`src/rtl/cvmcc_pkg.sv`:
```
// shared types, constants and helpers of the cv to midi cc scanner
package cvmcc_pkg;

    // block dimensions
    localparam int NUM_CHANNELS    = 16;
    localparam int NUM_CONTROLLERS = 128;
    localparam int PHASE_BITS      = 24;

    localparam int CH_W   = (NUM_CHANNELS > 1) ? $clog2(NUM_CHANNELS) : 1;
    localparam int CC_W   = $clog2(NUM_CONTROLLERS);
    localparam int MV_W   = 15;
    localparam int KIND_W = 1;
    localparam int CHF_W  = 4;
    localparam int MIDI_W = 4;
    localparam int VAL_W  = 7;
    localparam int STEP_W = 24;
    localparam int MAP_W  = 56;

    // configuration port
    localparam int CFG_IDX_W  = 8;
    localparam int CFG_DATA_W = 64;

    localparam logic [CFG_IDX_W-1:0] REG_PHASE_STEP   = 8'd0;
    localparam logic [CFG_IDX_W-1:0] REG_CC_MAP_LOW   = 8'd1;
    localparam logic [CFG_IDX_W-1:0] REG_CC_MAP_HIGH  = 8'd2;
    localparam logic [CFG_IDX_W-1:0] REG_MIDI_CHANNEL = 8'd3;

    localparam logic [STEP_W-1:0] PHASE_STEP_RST  = 24'd34953;
    localparam logic [MAP_W-1:0]  CC_MAP_LOW_RST  = 56'd3967210831773824;
    localparam logic [MAP_W-1:0]  CC_MAP_HIGH_RST = 56'd8506271873533064;
    localparam logic [MIDI_W-1:0] MIDI_CHAN_RST   = 4'd0;

    // item kinds
    localparam logic KIND_SAMPLE = 1'b0;
    localparam logic KIND_TICK   = 1'b1;

    // quantizer: round(mv * 127 / 10000) via reciprocal multiply
    localparam int X_W     = 21;
    localparam int RECIP_W = 24;
    localparam int PROD_W  = X_W + RECIP_W;
    localparam int Q_SHIFT = 37;
    localparam int Q_W     = PROD_W - Q_SHIFT;
    localparam logic [X_W-1:0]     Q_HALF  = 21'd5000;
    localparam logic [RECIP_W-1:0] Q_RECIP = 24'd13743896;
    localparam logic [VAL_W-1:0]   CC_MAX  = 7'd127;

    // configuration as seen by the datapath
    typedef struct packed {
        logic [STEP_W-1:0] phase_step;
        logic [MAP_W-1:0]  cc_map_low;
        logic [MAP_W-1:0]  cc_map_high;
        logic [MIDI_W-1:0] midi_channel;
    } t_cfg;

    // requests from the front end to the scan engine
    typedef struct packed {
        logic                   start;
        logic                   smp_we;
        logic [CH_W-1:0]        smp_ch;
        logic signed [MV_W-1:0] smp_mv;
    } t_scan_req;

    typedef enum logic [2:0] {
        ST_IDLE,
        ST_READ,
        ST_MULT,
        ST_CMP,
        ST_FLUSH
    } t_scan_state;

    // controller number that the channel map gives one channel
    function automatic logic [CC_W-1:0] cc_of(input t_cfg cfg, input logic [CHF_W-1:0] ch);
        logic [2*MAP_W-1:0] map;
        map = {cfg.cc_map_high, cfg.cc_map_low};
        return map[VAL_W*ch +: CC_W];
    endfunction

endpackage

```
`src/rtl/cvmcc_if.sv`:
```
// valid/ready channel interfaces of the cv to midi cc scanner
interface cvmcc_in_if;
    import cvmcc_pkg::*;
    logic                   valid;
    logic                   ready;
    logic [KIND_W-1:0]      kind;
    logic [CHF_W-1:0]       channel;
    logic signed [MV_W-1:0] voltage_mv;

    modport source(output valid, kind, channel, voltage_mv, input ready);
    modport sink(input valid, kind, channel, voltage_mv, output ready);
endinterface

interface cvmcc_out_if;
    import cvmcc_pkg::*;
    logic              valid;
    logic              ready;
    logic [MIDI_W-1:0] midi_chan;
    logic [CC_W-1:0]   controller;
    logic [VAL_W-1:0]  cc_value;
    logic              last;

    modport source(output valid, midi_chan, controller, cc_value, last, input ready);
    modport sink(input valid, midi_chan, controller, cc_value, last, output ready);
endinterface

interface cvmcc_cfg_if;
    import cvmcc_pkg::*;
    logic                  valid;
    logic                  ready;
    logic [CFG_IDX_W-1:0]  index;
    logic [CFG_DATA_W-1:0] data;

    modport source(output valid, index, data, input ready);
    modport sink(input valid, index, data, output ready);
endinterface

```
`src/rtl/cvmcc_cfg_regs.sv`:
```
// configuration register file
module cvmcc_cfg_regs (
    input  logic             i_clk,
    input  logic             i_rst_n,
    cvmcc_cfg_if.sink        i_cfg,
    output cvmcc_pkg::t_cfg  o_cfg
);
    import cvmcc_pkg::*;

    t_cfg r_cfg;

    // writes are always taken
    assign i_cfg.ready = 1'b1;

    // register write, unknown indexes dropped
    always_ff @(posedge i_clk) begin
        if (!i_rst_n) begin
            r_cfg.phase_step   <= PHASE_STEP_RST;
            r_cfg.cc_map_low   <= CC_MAP_LOW_RST;
            r_cfg.cc_map_high  <= CC_MAP_HIGH_RST;
            r_cfg.midi_channel <= MIDI_CHAN_RST;
        end else if (i_cfg.valid) begin
            case (i_cfg.index)
                REG_PHASE_STEP:   r_cfg.phase_step   <= i_cfg.data[STEP_W-1:0];
                REG_CC_MAP_LOW:   r_cfg.cc_map_low   <= i_cfg.data[MAP_W-1:0];
                REG_CC_MAP_HIGH:  r_cfg.cc_map_high  <= i_cfg.data[MAP_W-1:0];
                REG_MIDI_CHANNEL: r_cfg.midi_channel <= i_cfg.data[MIDI_W-1:0];
                default: ;
            endcase
        end
    end

    assign o_cfg = r_cfg;

endmodule

```
`src/rtl/cvmcc_quantizer.sv`:
```
// millivolts to 7-bit cc value, one registered multiply stage
module cvmcc_quantizer (
    input  logic                              i_clk,
    input  logic signed [cvmcc_pkg::MV_W-1:0] i_mv,
    output logic [cvmcc_pkg::VAL_W-1:0]       o_value
);
    import cvmcc_pkg::*;

    logic [X_W-1:0]    x;
    logic [PROD_W-1:0] prod;
    logic [PROD_W-1:0] r_prod;
    logic [Q_W-1:0]    q;
    logic              pos;

    // mv * 127 + 5000 as shift and subtract, then times 2^37 / 10000
    assign pos  = (i_mv > 0);
    assign x    = (X_W'(i_mv[MV_W-2:0]) << 7) - X_W'(i_mv[MV_W-2:0]) + Q_HALF;
    assign prod = PROD_W'(x) * PROD_W'(Q_RECIP);

    always_ff @(posedge i_clk) begin
        r_prod <= pos ? prod : '0;
    end

    // floor of the scaled product, saturated at full scale
    assign q       = r_prod[Q_SHIFT +: Q_W];
    assign o_value = (q > Q_W'(CC_MAX)) ? CC_MAX : q[VAL_W-1:0];

endmodule

```
`src/rtl/cvmcc_engine.sv`:
```
// scan sequencer with sample memory and last-sent table
module cvmcc_engine (
    input  logic                 i_clk,
    input  logic                 i_rst_n,
    input  cvmcc_pkg::t_cfg      i_cfg,
    input  cvmcc_pkg::t_scan_req i_req,
    output logic                 o_idle,
    cvmcc_out_if.source          o_out
);
    import cvmcc_pkg::*;

    t_scan_state r_state, n_state;

    // sample memory, valid bits make unwritten entries read 0 mV
    logic signed [MV_W-1:0] r_smp_mem [NUM_CHANNELS];
    logic [NUM_CHANNELS-1:0] r_smp_valid;
    logic signed [MV_W-1:0] r_smp_rd;
    logic                   r_smp_ok;
    logic signed [MV_W-1:0] smp_mv;

    // last-sent table, an invalid entry means none sent
    logic [VAL_W-1:0]           r_tab_mem [NUM_CONTROLLERS];
    logic [NUM_CONTROLLERS-1:0] r_tab_valid;
    logic [VAL_W-1:0]           r_tab_rd;
    logic                       r_tab_ok;

    logic [CH_W-1:0]  r_ch;
    logic [CC_W-1:0]  cc_now;
    logic [CC_W-1:0]  r_cc;
    logic [VAL_W-1:0] q_value;

    logic             r_pend_valid;
    logic [CC_W-1:0]  r_pend_cc;
    logic [VAL_W-1:0] r_pend_val;

    logic              r_out_valid;
    logic [MIDI_W-1:0] r_out_chan;
    logic [CC_W-1:0]   r_out_cc;
    logic [VAL_W-1:0]  r_out_val;
    logic              r_out_last;

    logic found, out_free, stall, last_ch;
    logic tab_we, pend_load, pend_clear, out_load, out_last, ch_inc, ch_clr;

    assign cc_now   = cc_of(i_cfg, CHF_W'(r_ch));
    assign smp_mv   = r_smp_ok ? r_smp_rd : '0;
    assign found    = !(r_tab_ok && (r_tab_rd == q_value));
    assign out_free = !r_out_valid || o_out.ready;
    assign stall    = found && r_pend_valid && !out_free;
    assign last_ch  = (r_ch == CH_W'(NUM_CHANNELS - 1));
    assign o_idle   = (r_state == ST_IDLE);

    cvmcc_quantizer u_quant (
        .i_clk   (i_clk),
        .i_mv    (smp_mv),
        .o_value (q_value)
    );

    // sample memory port
    always_ff @(posedge i_clk) begin
        if (i_req.smp_we) begin
            r_smp_mem[i_req.smp_ch] <= i_req.smp_mv;
        end
        r_smp_rd <= r_smp_mem[r_ch];
        r_smp_ok <= r_smp_valid[r_ch];
    end

    always_ff @(posedge i_clk) begin
        if (!i_rst_n) begin
            r_smp_valid <= '0;
        end else if (i_req.smp_we) begin
            r_smp_valid[i_req.smp_ch] <= 1'b1;
        end
    end

    // last-sent table port
    always_ff @(posedge i_clk) begin
        if (tab_we) begin
            r_tab_mem[r_cc] <= q_value;
        end
        r_tab_rd <= r_tab_mem[cc_now];
        r_tab_ok <= r_tab_valid[cc_now];
    end

    always_ff @(posedge i_clk) begin
        if (!i_rst_n) begin
            r_tab_valid <= '0;
        end else if (tab_we) begin
            r_tab_valid[r_cc] <= 1'b1;
        end
    end

    // state register
    always_ff @(posedge i_clk) begin
        if (!i_rst_n) begin
            r_state <= ST_IDLE;
        end else begin
            r_state <= n_state;
        end
    end

    // next state and control
    always_comb begin
        n_state    = r_state;
        tab_we     = 1'b0;
        pend_load  = 1'b0;
        pend_clear = 1'b0;
        out_load   = 1'b0;
        out_last   = 1'b0;
        ch_inc     = 1'b0;
        ch_clr     = 1'b0;
        case (r_state)
            ST_IDLE: begin
                if (i_req.start) begin
                    ch_clr  = 1'b1;
                    n_state = ST_READ;
                end
            end
            ST_READ: n_state = ST_MULT;
            ST_MULT: n_state = ST_CMP;
            ST_CMP: begin
                if (!stall) begin
                    if (found) begin
                        tab_we    = 1'b1;
                        pend_load = 1'b1;
                        out_load  = r_pend_valid;
                    end
                    if (last_ch) begin
                        n_state = ST_FLUSH;
                    end else begin
                        ch_inc  = 1'b1;
                        n_state = ST_READ;
                    end
                end
            end
            ST_FLUSH: begin
                if (!r_pend_valid) begin
                    n_state = ST_IDLE;
                end else if (out_free) begin
                    out_load   = 1'b1;
                    out_last   = 1'b1;
                    pend_clear = 1'b1;
                    n_state    = ST_IDLE;
                end
            end
            default: n_state = ST_IDLE;
        endcase
    end

    // channel counter and captured controller
    always_ff @(posedge i_clk) begin
        if (!i_rst_n) begin
            r_ch <= '0;
        end else if (ch_clr) begin
            r_ch <= '0;
        end else if (ch_inc) begin
            r_ch <= r_ch + 1'b1;
        end
    end

    always_ff @(posedge i_clk) begin
        if (r_state == ST_MULT) begin
            r_cc <= cc_now;
        end
    end

    // pending word, held until it is known whether another follows
    always_ff @(posedge i_clk) begin
        if (!i_rst_n) begin
            r_pend_valid <= 1'b0;
        end else if (pend_load) begin
            r_pend_valid <= 1'b1;
        end else if (pend_clear) begin
            r_pend_valid <= 1'b0;
        end
    end

    always_ff @(posedge i_clk) begin
        if (pend_load) begin
            r_pend_cc  <= r_cc;
            r_pend_val <= q_value;
        end
    end

    // output register
    always_ff @(posedge i_clk) begin
        if (!i_rst_n) begin
            r_out_valid <= 1'b0;
        end else if (out_load) begin
            r_out_valid <= 1'b1;
        end else if (o_out.ready) begin
            r_out_valid <= 1'b0;
        end
    end

    always_ff @(posedge i_clk) begin
        if (out_load) begin
            r_out_chan <= i_cfg.midi_channel;
            r_out_cc   <= r_pend_cc;
            r_out_val  <= r_pend_val;
            r_out_last <= out_last;
        end
    end

    assign o_out.valid      = r_out_valid;
    assign o_out.midi_chan  = r_out_chan;
    assign o_out.controller = r_out_cc;
    assign o_out.cc_value   = r_out_val;
    assign o_out.last       = r_out_last;

`ifndef ASSERT_OFF
    // no word is left pending once a scan has finished
    a_idle_no_pend: assert property (@(posedge i_clk) disable iff (!i_rst_n)
        (r_state == ST_IDLE) |-> !r_pend_valid)
        else $error("pending word left after scan");

    // a scan starts only from idle
    a_start_idle: assert property (@(posedge i_clk) disable iff (!i_rst_n)
        i_req.start |-> (r_state == ST_IDLE))
        else $error("scan start while busy");

    // a stalled compare keeps its channel
    a_stall_hold: assert property (@(posedge i_clk) disable iff (!i_rst_n)
        (r_state == ST_CMP && stall) |=> (r_state == ST_CMP && $stable(r_ch)))
        else $error("compare stall lost its channel");

    // words become pending only from the compare step
    a_pend_src: assert property (@(posedge i_clk) disable iff (!i_rst_n)
        $rose(r_pend_valid) |-> ($past(r_state) == ST_CMP))
        else $error("pending word from wrong step");
`endif

endmodule

```
`src/rtl/cv_to_midi_cc_scanner_unit.sv`:
```
// top level: item front end, phase accumulator, config and scan engine
// sample and tick words are taken in one cycle each while no scan runs
// a carry starts a scan that takes each channel through read, multiply and compare
// states, then a flush state, paced by the read-modify-write of the last-sent table
// a full output register stalls the scan at the next changed channel
// reset (synchronous, active low) restores registers, zeroes phase, marks all
// samples 0 mV and all controllers none-sent through valid bits
module cv_to_midi_cc_scanner_unit (
    input  logic        i_clk,
    input  logic        i_rst_n,
    cvmcc_in_if.sink    i_in,
    cvmcc_out_if.source o_out,
    cvmcc_cfg_if.sink   i_cfg
);
    import cvmcc_pkg::*;

    t_cfg      cfg;
    t_scan_req req;
    logic      eng_idle;
    logic      accept;

    logic [PHASE_BITS-1:0] r_phase_acc;
    logic [PHASE_BITS:0]   phase_sum;

    cvmcc_cfg_regs u_cfg (
        .i_clk   (i_clk),
        .i_rst_n (i_rst_n),
        .i_cfg   (i_cfg),
        .o_cfg   (cfg)
    );

    // words are taken whenever no scan is running
    assign i_in.ready = eng_idle;
    assign accept     = i_in.valid && eng_idle;

    // phase accumulator, carry out starts a scan
    assign phase_sum = {1'b0, r_phase_acc} + {1'b0, PHASE_BITS'(cfg.phase_step)};

    always_ff @(posedge i_clk) begin
        if (!i_rst_n) begin
            r_phase_acc <= '0;
        end else if (accept && (i_in.kind == KIND_TICK)) begin
            r_phase_acc <= phase_sum[PHASE_BITS-1:0];
        end
    end

    // requests to the engine
    assign req.start  = accept && (i_in.kind == KIND_TICK) && phase_sum[PHASE_BITS];
    assign req.smp_we = accept && (i_in.kind == KIND_SAMPLE)
                        && ({1'b0, i_in.channel} < (CHF_W + 1)'(NUM_CHANNELS));
    assign req.smp_ch = CH_W'(i_in.channel);
    assign req.smp_mv = i_in.voltage_mv;

    cvmcc_engine u_engine (
        .i_clk   (i_clk),
        .i_rst_n (i_rst_n),
        .i_cfg   (cfg),
        .i_req   (req),
        .o_idle  (eng_idle),
        .o_out   (o_out)
    );

endmodule
```
`src/flat_wrapper.sv`:
```
// flat-port wrapper written by rule: the top's interface ports become plain ports
module cv_to_midi_cc_scanner_unit_flat import cvmcc_pkg::*;
  (i_clk, i_rst_n, i_in_valid, i_in_kind, i_in_channel, i_in_voltage_mv, i_in_ready, o_out_valid, o_out_midi_chan, o_out_controller, o_out_cc_value, o_out_last, o_out_ready, i_cfg_valid, i_cfg_index, i_cfg_data, i_cfg_ready);
  cvmcc_in_if i_in_i ();
  cvmcc_out_if o_out_i ();
  cvmcc_cfg_if i_cfg_i ();
  input  logic i_clk;
  input  logic i_rst_n;
  input wire logic [$bits(i_in_i.valid)-1:0] i_in_valid;
  input wire logic [$bits(i_in_i.kind)-1:0] i_in_kind;
  input wire logic [$bits(i_in_i.channel)-1:0] i_in_channel;
  input wire logic [$bits(i_in_i.voltage_mv)-1:0] i_in_voltage_mv;
  output wire logic [$bits(i_in_i.ready)-1:0] i_in_ready;
  output wire logic [$bits(o_out_i.valid)-1:0] o_out_valid;
  output wire logic [$bits(o_out_i.midi_chan)-1:0] o_out_midi_chan;
  output wire logic [$bits(o_out_i.controller)-1:0] o_out_controller;
  output wire logic [$bits(o_out_i.cc_value)-1:0] o_out_cc_value;
  output wire logic [$bits(o_out_i.last)-1:0] o_out_last;
  input wire logic [$bits(o_out_i.ready)-1:0] o_out_ready;
  input wire logic [$bits(i_cfg_i.valid)-1:0] i_cfg_valid;
  input wire logic [$bits(i_cfg_i.index)-1:0] i_cfg_index;
  input wire logic [$bits(i_cfg_i.data)-1:0] i_cfg_data;
  output wire logic [$bits(i_cfg_i.ready)-1:0] i_cfg_ready;
  assign i_in_i.valid = i_in_valid;
  assign i_in_i.kind = i_in_kind;
  assign i_in_i.channel = i_in_channel;
  assign i_in_i.voltage_mv = i_in_voltage_mv;
  assign i_in_ready = i_in_i.ready;
  assign o_out_valid = o_out_i.valid;
  assign o_out_midi_chan = o_out_i.midi_chan;
  assign o_out_controller = o_out_i.controller;
  assign o_out_cc_value = o_out_i.cc_value;
  assign o_out_last = o_out_i.last;
  assign o_out_i.ready = o_out_ready;
  assign i_cfg_i.valid = i_cfg_valid;
  assign i_cfg_i.index = i_cfg_index;
  assign i_cfg_i.data = i_cfg_data;
  assign i_cfg_ready = i_cfg_i.ready;
  cv_to_midi_cc_scanner_unit u_core (.i_clk(i_clk), .i_rst_n(i_rst_n), .i_in(i_in_i), .o_out(o_out_i), .i_cfg(i_cfg_i));
endmodule
```
`config.mk`:
```
export PLATFORM = sky130hd
export DESIGN_NAME = cv_to_midi_cc_scanner_unit_flat
export DESIGN_NICKNAME = d
export VERILOG_FILES = /design/src/rtl/cvmcc_pkg.sv /design/src/rtl/cvmcc_if.sv /design/src/rtl/cvmcc_cfg_regs.sv /design/src/rtl/cvmcc_quantizer.sv /design/src/rtl/cvmcc_engine.sv /design/src/rtl/cv_to_midi_cc_scanner_unit.sv /design/src/flat_wrapper.sv
export SDC_FILE = /design/constraint.sdc
export NUM_CORES = 2
export LEC_CHECK = 0
export BUFFER_PORTS_ARGS = -buffer_cell sky130_fd_sc_hd__buf_2
export CAP_MARGIN = 20
export CORE_MARGIN = 3
export CORE_UTILIZATION = 57
export DETAILED_ROUTE_END_ITERATION = 8
export GPL_TIMING_DRIVEN = 0
export PLACE_DENSITY = 0.7
export SYNTH_ARGS = -nofsm -noshare
export SYNTH_HDL_FRONTEND = slang
export SYNTH_HIERARCHICAL = 1
export SYNTH_SLANG_ARGS = --single-unit
```
`constraint.sdc`:
```
create_clock -name i_clk -period 13.9 [get_ports i_clk]
set_input_delay 0.695 -clock i_clk [delete_from_list [all_inputs] [get_ports i_clk]]
set_output_delay 0.695 -clock i_clk [all_outputs]
set_load 0.005 [all_outputs]
```
After elaboration in Yosys (flattened, before gate mapping)
Memory sizes are Yosys's and may differ from the RTL's. A register that Yosys moved wholly into a read port is not among the register bits.
Cells that the tools add are included.
{"block": "word_totals", "register_bits": 401, "mem_bits_rw": 1136, "out_inout_bits": 22, "word_cells": 115, "mem_count": 2}
{"block": "op_classes", "add_sub_neg": 4, "multipliers": 2, "order_cmp": 8, "n_eq_ne": 12, "n_shift": 1, "muxes": 38, "n_bitwise": 4, "n_reduce_logical": 23}
{"memory": "u_core.u_engine.r_tab_mem", "words": 128, "word_bits": 7, "read_ports": 1, "rd_ports_with_merged_regs": 1, "write_ports": 1, "line": "cvmcc_engine.sv:22", "source": "logic [VAL_W-1:0] r_tab_mem [NUM_CONTROLLERS];"}
{"memory": "u_core.u_engine.r_smp_mem", "words": 16, "word_bits": 15, "read_ports": 1, "rd_ports_with_merged_regs": 1, "write_ports": 1, "line": "cvmcc_engine.sv:15", "source": "logic signed [MV_W-1:0] r_smp_mem [NUM_CHANNELS];"}
{"op": "bitwise OR 128 bit", "count": 1}
{"op": "indexed part select 112 x 8 -> 7 bit", "count": 1}
{"op": "multiplier 21 x 21 -> 42 bit, second input constant", "count": 1}
{"op": "adder 24 x 24 -> 25 bit", "count": 1}
{"op": "2-to-1 mux 1 bit", "count": 25}
{"op": "adder 21 x 13 -> 21 bit, second input constant", "count": 1}
{"op": "subtractor 21 x 14 -> 21 bit", "count": 1}
{"op": "equality test 8 x 2 -> 1 bit, second input constant", "count": 2}
{"op": "less-than comparator 7 x 8 -> 1 bit, second input constant", "count": 2}
{"op": "bitwise OR 16 bit", "count": 1}
{"op": "greater-than comparator 15 x 1 -> 1 bit, second input constant", "count": 1}
{"op": "2-to-1 mux 15 bit", "count": 1}
{"op": "2-to-1 mux 3 bit", "count": 5}
{"op": "one-hot mux 3 bit (5 select lines)", "count": 1}
{"op": "less-than comparator 4 x 5 -> 1 bit, second input constant", "count": 2}
{"op": "logical AND 1 bit", "count": 9}
{"op": "equality test 8 x 1 -> 1 bit, second input constant", "count": 1}
{"op": "greater-than comparator 8 x 7 -> 1 bit, second input constant", "count": 1}
{"op": "zero test 8 bit", "count": 1}
{"op": "AND reduction 2 bit", "count": 4}
{"op": "binary-select mux 1 bit (select 7 bit)", "count": 1}
{"op": "demux 1 bit (select 7 bit)", "count": 1}
{"op": "equality test 7 bit", "count": 1}
{"op": "greater-or-equal comparator 7 x 1 -> 1 bit, second input constant", "count": 1}
{"op": "other kinds (21)", "count": 26}

Longest topological paths before layout
{"block": "depth", "ltp_word": 11, "ltp_mapped": 33, "ltp_nobuf": 33}

Modules after synthesis
Netlist, hierarchy kept.
{"module": "cvmcc_engine", "n_inst": 1, "cells_per_inst": 3746, "area_each_um2": 53234.8, "seq_area_each_um2": 38857.3}
{"module": "cvmcc_quantizer", "n_inst": 1, "cells_per_inst": 908, "area_each_um2": 8778.4, "seq_area_each_um2": 160.2}
{"module": "cvmcc_cfg_regs", "n_inst": 1, "cells_per_inst": 534, "area_each_um2": 5436.5, "seq_area_each_um2": 2802.7}
{"module": "cv_to_midi_cc_scanner_unit", "n_inst": 1, "cells_per_inst": 263, "area_each_um2": 2057.0, "seq_area_each_um2": 480.5}

Least setup slack after synthesis
No wires, ideal clock.
{"block": "synth_timing", "path_kind": "reg-to-reg", "start": "reg u_core.u_engine.r_smp_ok", "end": "reg u_core.u_engine.u_quant.r_prod[44]", "t_arrival_ns": 8.056, "required_time_ns": 13.786, "setup_slack_ns": 5.730, "path_stages_with_launch": 32, "path_buffers": 1, "period_less_slack_ns": 8.170, "path_cell_list": "dfxtp_1 clkbuf_1 and2_1 ha_1 inv_1 ha_1 or4b_4 o21ba_2 nor2_2 o221a_4 a21oi_1 xnor2_1 ha_1 inv_1 fa_1 fa_1 inv_1 fa_1 fa_1 fa_1 inv_1 fa_1 inv_1 ha_1 a21oi_1 o21ai_0 a2111oi_0 a21oi_1 or3_1 o211ai_1 a311oi_1 a21o_1"}
{"block": "synth_between", "elab_chain_len": 4}
{"item": "start, declared", "line": "cvmcc_engine.sv:18", "source": "logic r_smp_ok;"}
{"item": "start signal, assigned", "line": "cvmcc_engine.sv:65", "source": "r_smp_ok <= r_smp_valid[r_ch];"}
{"item": "2-to-1 mux 15 bit *", "line": "cvmcc_engine.sv:46", "source": "assign smp_mv = r_smp_ok ? r_smp_rd : '0;"}
{"item": "named net u_core.u_engine.smp_mv[8]", "line": "cvmcc_engine.sv:19", "source": "logic signed [MV_W-1:0] smp_mv;"}
{"item": "subtractor 21 x 14 -> 21 bit", "line": "cvmcc_quantizer.sv:17", "source": "assign x = (X_W'(i_mv[MV_W-2:0]) << 7) - X_W'(i_mv[MV_W-2:0]) + Q_HALF;"}
{"item": "adder 21 x 13 -> 21 bit", "line": "cvmcc_quantizer.sv:17"}
{"item": "multiplier 21 x 21 -> 42 bit", "line": "cvmcc_quantizer.sv:18", "source": "assign prod = PROD_W'(x) * PROD_W'(Q_RECIP);"}
{"item": "end signal, assigned", "line": "cvmcc_quantizer.sv:21", "source": "r_prod <= pos ? prod : '0;"}
{"item": "end, declared", "line": "cvmcc_quantizer.sv:11", "source": "logic [PROD_W-1:0] r_prod;"}
Mark *: on every way through the listed nets, which the timed path passes. The rest lies on a longest branch.
A chain may end at the register's enable or synchronous reset.

Worst setup path after layout
Same ends and word-level chain as after synthesis.

==> key figures <==
Worst setup path
  – Worst Path Arrival: roughly 10000 ps
  – Setup crit start kind: register
  – WP data required: about 15000 ps
  – FF-to-FF Start: u_core/u_engine/r_smp_ok$_DFF_P_
  – FF-to-FF path depth: 30
  – Endpoint class of the critical path: register
  – RR Endpoint: u_core/u_engine/u_quant/r_prod[44]$_SDFF_PP0_
  – CP max FO: 10
  – Reg-to-reg slack, setup: 4240 ps
  – Critical-path top delay cell: xor2_1
  – Kind of critical path: reg -> reg
  – Max stage delay on crit path: 670 ps

Logic synthesis
  – Largest cells by area after synthesis: edfxtp_1 (51%), dfxtp_1 (10%), nand2_1 (5.3%)
  – Synth area leader: edfxtp_1
  – Number of synthesized register bits: approximately 1500
  – Async SR Flop Fraction: 0%
  – Cells after Synth: about 5500
  – Seq/Total Area, Yosys: between 60% and 70%
  – Avg Cell Area, Syn: around 13 sq um
  – Synth top area share: between 50% and 60%
  – Synth Cell Area: roughly 0.070 sq mm
  – EDFF count, synth: ~1200
  – Synth warn: 6
  – Yosys cell types: between 90 and 100
  – Syn nets: 5949
  – Primary FF master, synth: edfxtp_1

Finish
  – Area of the multi-input gates: approximately 0.025 sq mm
  – Final Cell Area: between 0.07 and 0.08 sq mm
  – Reg area: approximately 0.042 sq mm
  – Total Nets Final: 6249
  – Commonest non-fill, non-tap cell in the layout: edfxtp_1
  – Share of cells above drive strength 1: between 10 and 15%
  – Layout filler cell count: just under 9000
  – Non-filler instance count after layout: about 7500
  – Layout area overhead: 12.3%
  – Commonest non-fill, non-tap cells in the layout: edfxtp_1 (1176), nand2_1 (975), dfxtp_1 (349)

Power
  – Comb power frac: roughly an eighth
  – Overall power: approximately 10 mW
  – Psw: about 2.6 mW
  – Max VDD drop: between 0.00015 and 0.0002 V
  – Reg power frac: a little under half
  – Pint: roughly 8 mW
  – PD cells: about 130 mW/mm^2
  – Leakage power: 28.2 nW
  – Clk pwr share: a little under 40%
  – Switching Share: approximately 25%

Placed design
  – Final Wtd Congestion: just over 1
  – DP Area: approximately 0.073 sq mm
  – DPL Wire Length: approximately 140000 um
  – Post-placement cell count: roughly 7000
  – Port bufs: ~110
  – DP Worst Slack: 4260 ps

Detailed routing
  – Initial drt markers: around 5800
  – Avg WL per Cell: around 26 um
  – Drc violations: 0
  – Post-DRT Antenna Nets: 0
  – Pre-Repair DR Iteration Count: 9
  – Via Count: 46000
  – WL final: between 150000 and 200000 um
  – Via/cell ratio: ~6.1

Timing
  – RSZ-0062 raised after global routing: no
  – Crit share post-route: 69.5%
  – Hold Vio Cnt, Final: 0
  – Fin crit period: ~9700 ps
  – Max Clk Rate: 0.104 GHz
  – Setup_tns: 0 ps
  – Relative slew slack: between 10% and 20%
  – Worst slew pin tran: 1220 ps
  – Final setup vio count: 0
  – Final Worst Setup Slack: approximately 4200 ps
  – Skew final: 61.5 ps
  – Pins over their slew limit: 0

Outcome
  – Status: complete, no violations

Die
  – Die Ht: approximately 360 um
  – IO Pins: 119
  – Initial Util: a little under 60%
  – Die ar.: around 0.13 sq mm
  – Die width: 355 um
  – Row cnt: between 100 and 150
  – Core Box Area: around 0.12 sq mm

Global route
  – Largest net degree at the start of global routing: between 90 and 100
  – Initial antenna violation count: 8
  – GRT Total Usage: 31.1%
  – First-pass GRT wire length: roughly 290000 um
  – Vias in the first global route: between 40000 and 50000
  – Overflow after GRT: 0

Clock network
  – Worst skew pair latency: around 800 ps
  – Inserted Clock Buffers: approximately 150
  – CTS tree: built
  – Clock-pin slew on the worst setup and hold paths: 60 ps
  – CTS Hold Buffers Added: 0
  – Post-CTS setup buffer count: 0
  – H-tree depth: 4
  – Root Buffer: clkbuf_16
  – CTS sink cnt: 1525
  – CTS max path bufs: 3
  – Post-cts repair resize count: 0

Job
  – Max cap viols: 0

Min path
  – Hold EP: u_core/u_cfg/o_cfg[91]$_SDFFE_PN0P_
  – Hold depth: 3
  – Min-delay worst type: in -> reg
  – Min-delay src: i_cfg_data[31]
==> power groups by stage <==
stage | Sequential, mW | Combinational (mW) | Clock, mW
6_report | 4.93 | 1.38 | 4.17
3_3_place_gp | 5.04 | 1.32 | 0
4_1_cts | 4.93 | 1.39 | 4.22
2_1_floorplan | 5.03 | 0.949 | 0
3_5_place_dp | 5.03 | 1.38 | 0
5_1_grt | 4.93 | 1.58 | 4.41
==> through the flow <==
step / hold WS [ps] / utilization (%)
2_1_floorplan: 400 / -
3_3_place_gp: 401 / 59.8
3_5_place_dp: 405 / 60.5
4_1_cts: 142 / 64.8
5_1_grt: 168 / 64.8
6_report: 186 / 64.8
==> cell families (layout without fill, tap and decap cells) <==
family / after synthesis / count (layout) / synth area share, %
compound gates: 711 / 711 / 6.59
flops: 1525 / 1525 / 60.9
mux: 412 / 412 / 7.91
other cells: 1 / 6 / 0.00540
buf+inv: 583 / 1013 / 3.63
fa+ha+maj: 401 / 401 / 8.98
simple gates: 1747 / 1747 / 11.1
xor+xnor: 71 / 71 / 0.943
==> cells in the mapped netlist (all sizes together) (4+ instances only) <==
library cell and n:
nor3b 6, and2 30, a211oi 8, mux2 6, mux2i 297, nand2b 14, nand2 975, nand3 308
a32oi 15, o21bai 6, or3 7, o21a 152, or2 7, a41oi 4, a22oi 9, mux4 109
a31oi 13, buf 166, nor3 32, o21ai 108, o41ai 9, nor2 194, a21o 32, a311oi 5
nor2b 68, nor4 26, clkbuf 114, edfxtp 1176, a21boi 5, ha 238, xor2 21, a222oi 6
and3 11, a21oi 238, o221ai 4, fa 163, o211ai 4, dfxtp 349, nand3b 6, xnor2 50
o22ai 59, inv 302, nand4 48
==> sequential cells by signal (all words and copies together) (netlist names) <==
signal,flops
u_core/u_engine/r_tab_mem,896
u_core/u_engine/r_smp_mem,240
u_core/u_cfg/o_cfg,140
u_core/u_engine/r_tab_valid,128
u_core/r_phase_acc,24
u_core/u_engine/r_smp_valid,16
u_core/u_engine/r_smp_rd,15
u_core/u_engine/u_quant/r_prod,8
u_core/u_engine/o_out.cc_value,7
u_core/u_engine/o_out.controller,7
u_core/u_engine/r_cc,7
u_core/u_engine/r_pend_cc,7
u_core/u_engine/r_pend_val,7
u_core/u_engine/r_tab_rd,7
u_core/u_engine/o_out.midi_chan,4
u_core/u_engine/r_ch,4
u_core/u_engine/r_state,3
u_core/u_engine/o_out.last,1
u_core/u_engine/o_out.valid,1
u_core/u_engine/r_pend_valid,1
u_core/u_engine/r_smp_ok,1
u_core/u_engine/r_tab_ok,1
==> worst max-delay path by stage <==
stage,endpoint,cells past startpoint,startpoint,slack [ps]
3_5_place_dp,u_core/u_engine/u_quant/r_prod[44]$_SDFF_PP0_,31,u_core/u_engine/r_smp_ok$_DFF_P_,4260
3_3_place_gp,u_core/u_engine/u_quant/r_prod[44]$_SDFF_PP0_,30,u_core/u_engine/r_smp_ok$_DFF_P_,4330
2_1_floorplan,u_core/u_engine/u_quant/r_prod[44]$_SDFF_PP0_,31,u_core/u_engine/r_smp_ok$_DFF_P_,5730
6_report,u_core/u_engine/u_quant/r_prod[44]$_SDFF_PP0_,30,u_core/u_engine/r_smp_ok$_DFF_P_,4240
4_1_cts,u_core/u_engine/u_quant/r_prod[44]$_SDFF_PP0_,31,u_core/u_engine/r_smp_ok$_DFF_P_,4190
5_1_grt,u_core/u_engine/u_quant/r_prod[44]$_SDFF_PP0_,30,u_core/u_engine/r_smp_ok$_DFF_P_,3530
==> routing by layer <==
layer | routed length [um] | global-route usage (%)
met2 | 89100 | 48.3
met3 | 19800 | 6.35
met5 | 17 | 0
met4 | 10000 | 14.6
met1 | 77000 | 42.3
==> worst max-delay path, delay by kind of cell (launching register included) <==
family	cells	cell delay (ps)
AOI/OAI and AO/OA	12	2940
xor gates and xnor gates	1	670
adders and majority gates	10	3890
buffers and inverters	4	630
DFF	1	390
and+or+nand+nor	3	990
==> area by class of cell <==
class,instances,share of cell area [%]
inverters,303,1.46
clock inverters,58,0.888
repair buffers,145,1.60
plain buffers,280,1.77
well taps,1612,2.59
flip-flops and latches,1525,54.2
clock buffers,227,5.72
multi-input cells,3343,31.7
diodes,5,0.0160
No activity file was read; power rests on OpenSTA's default activity.
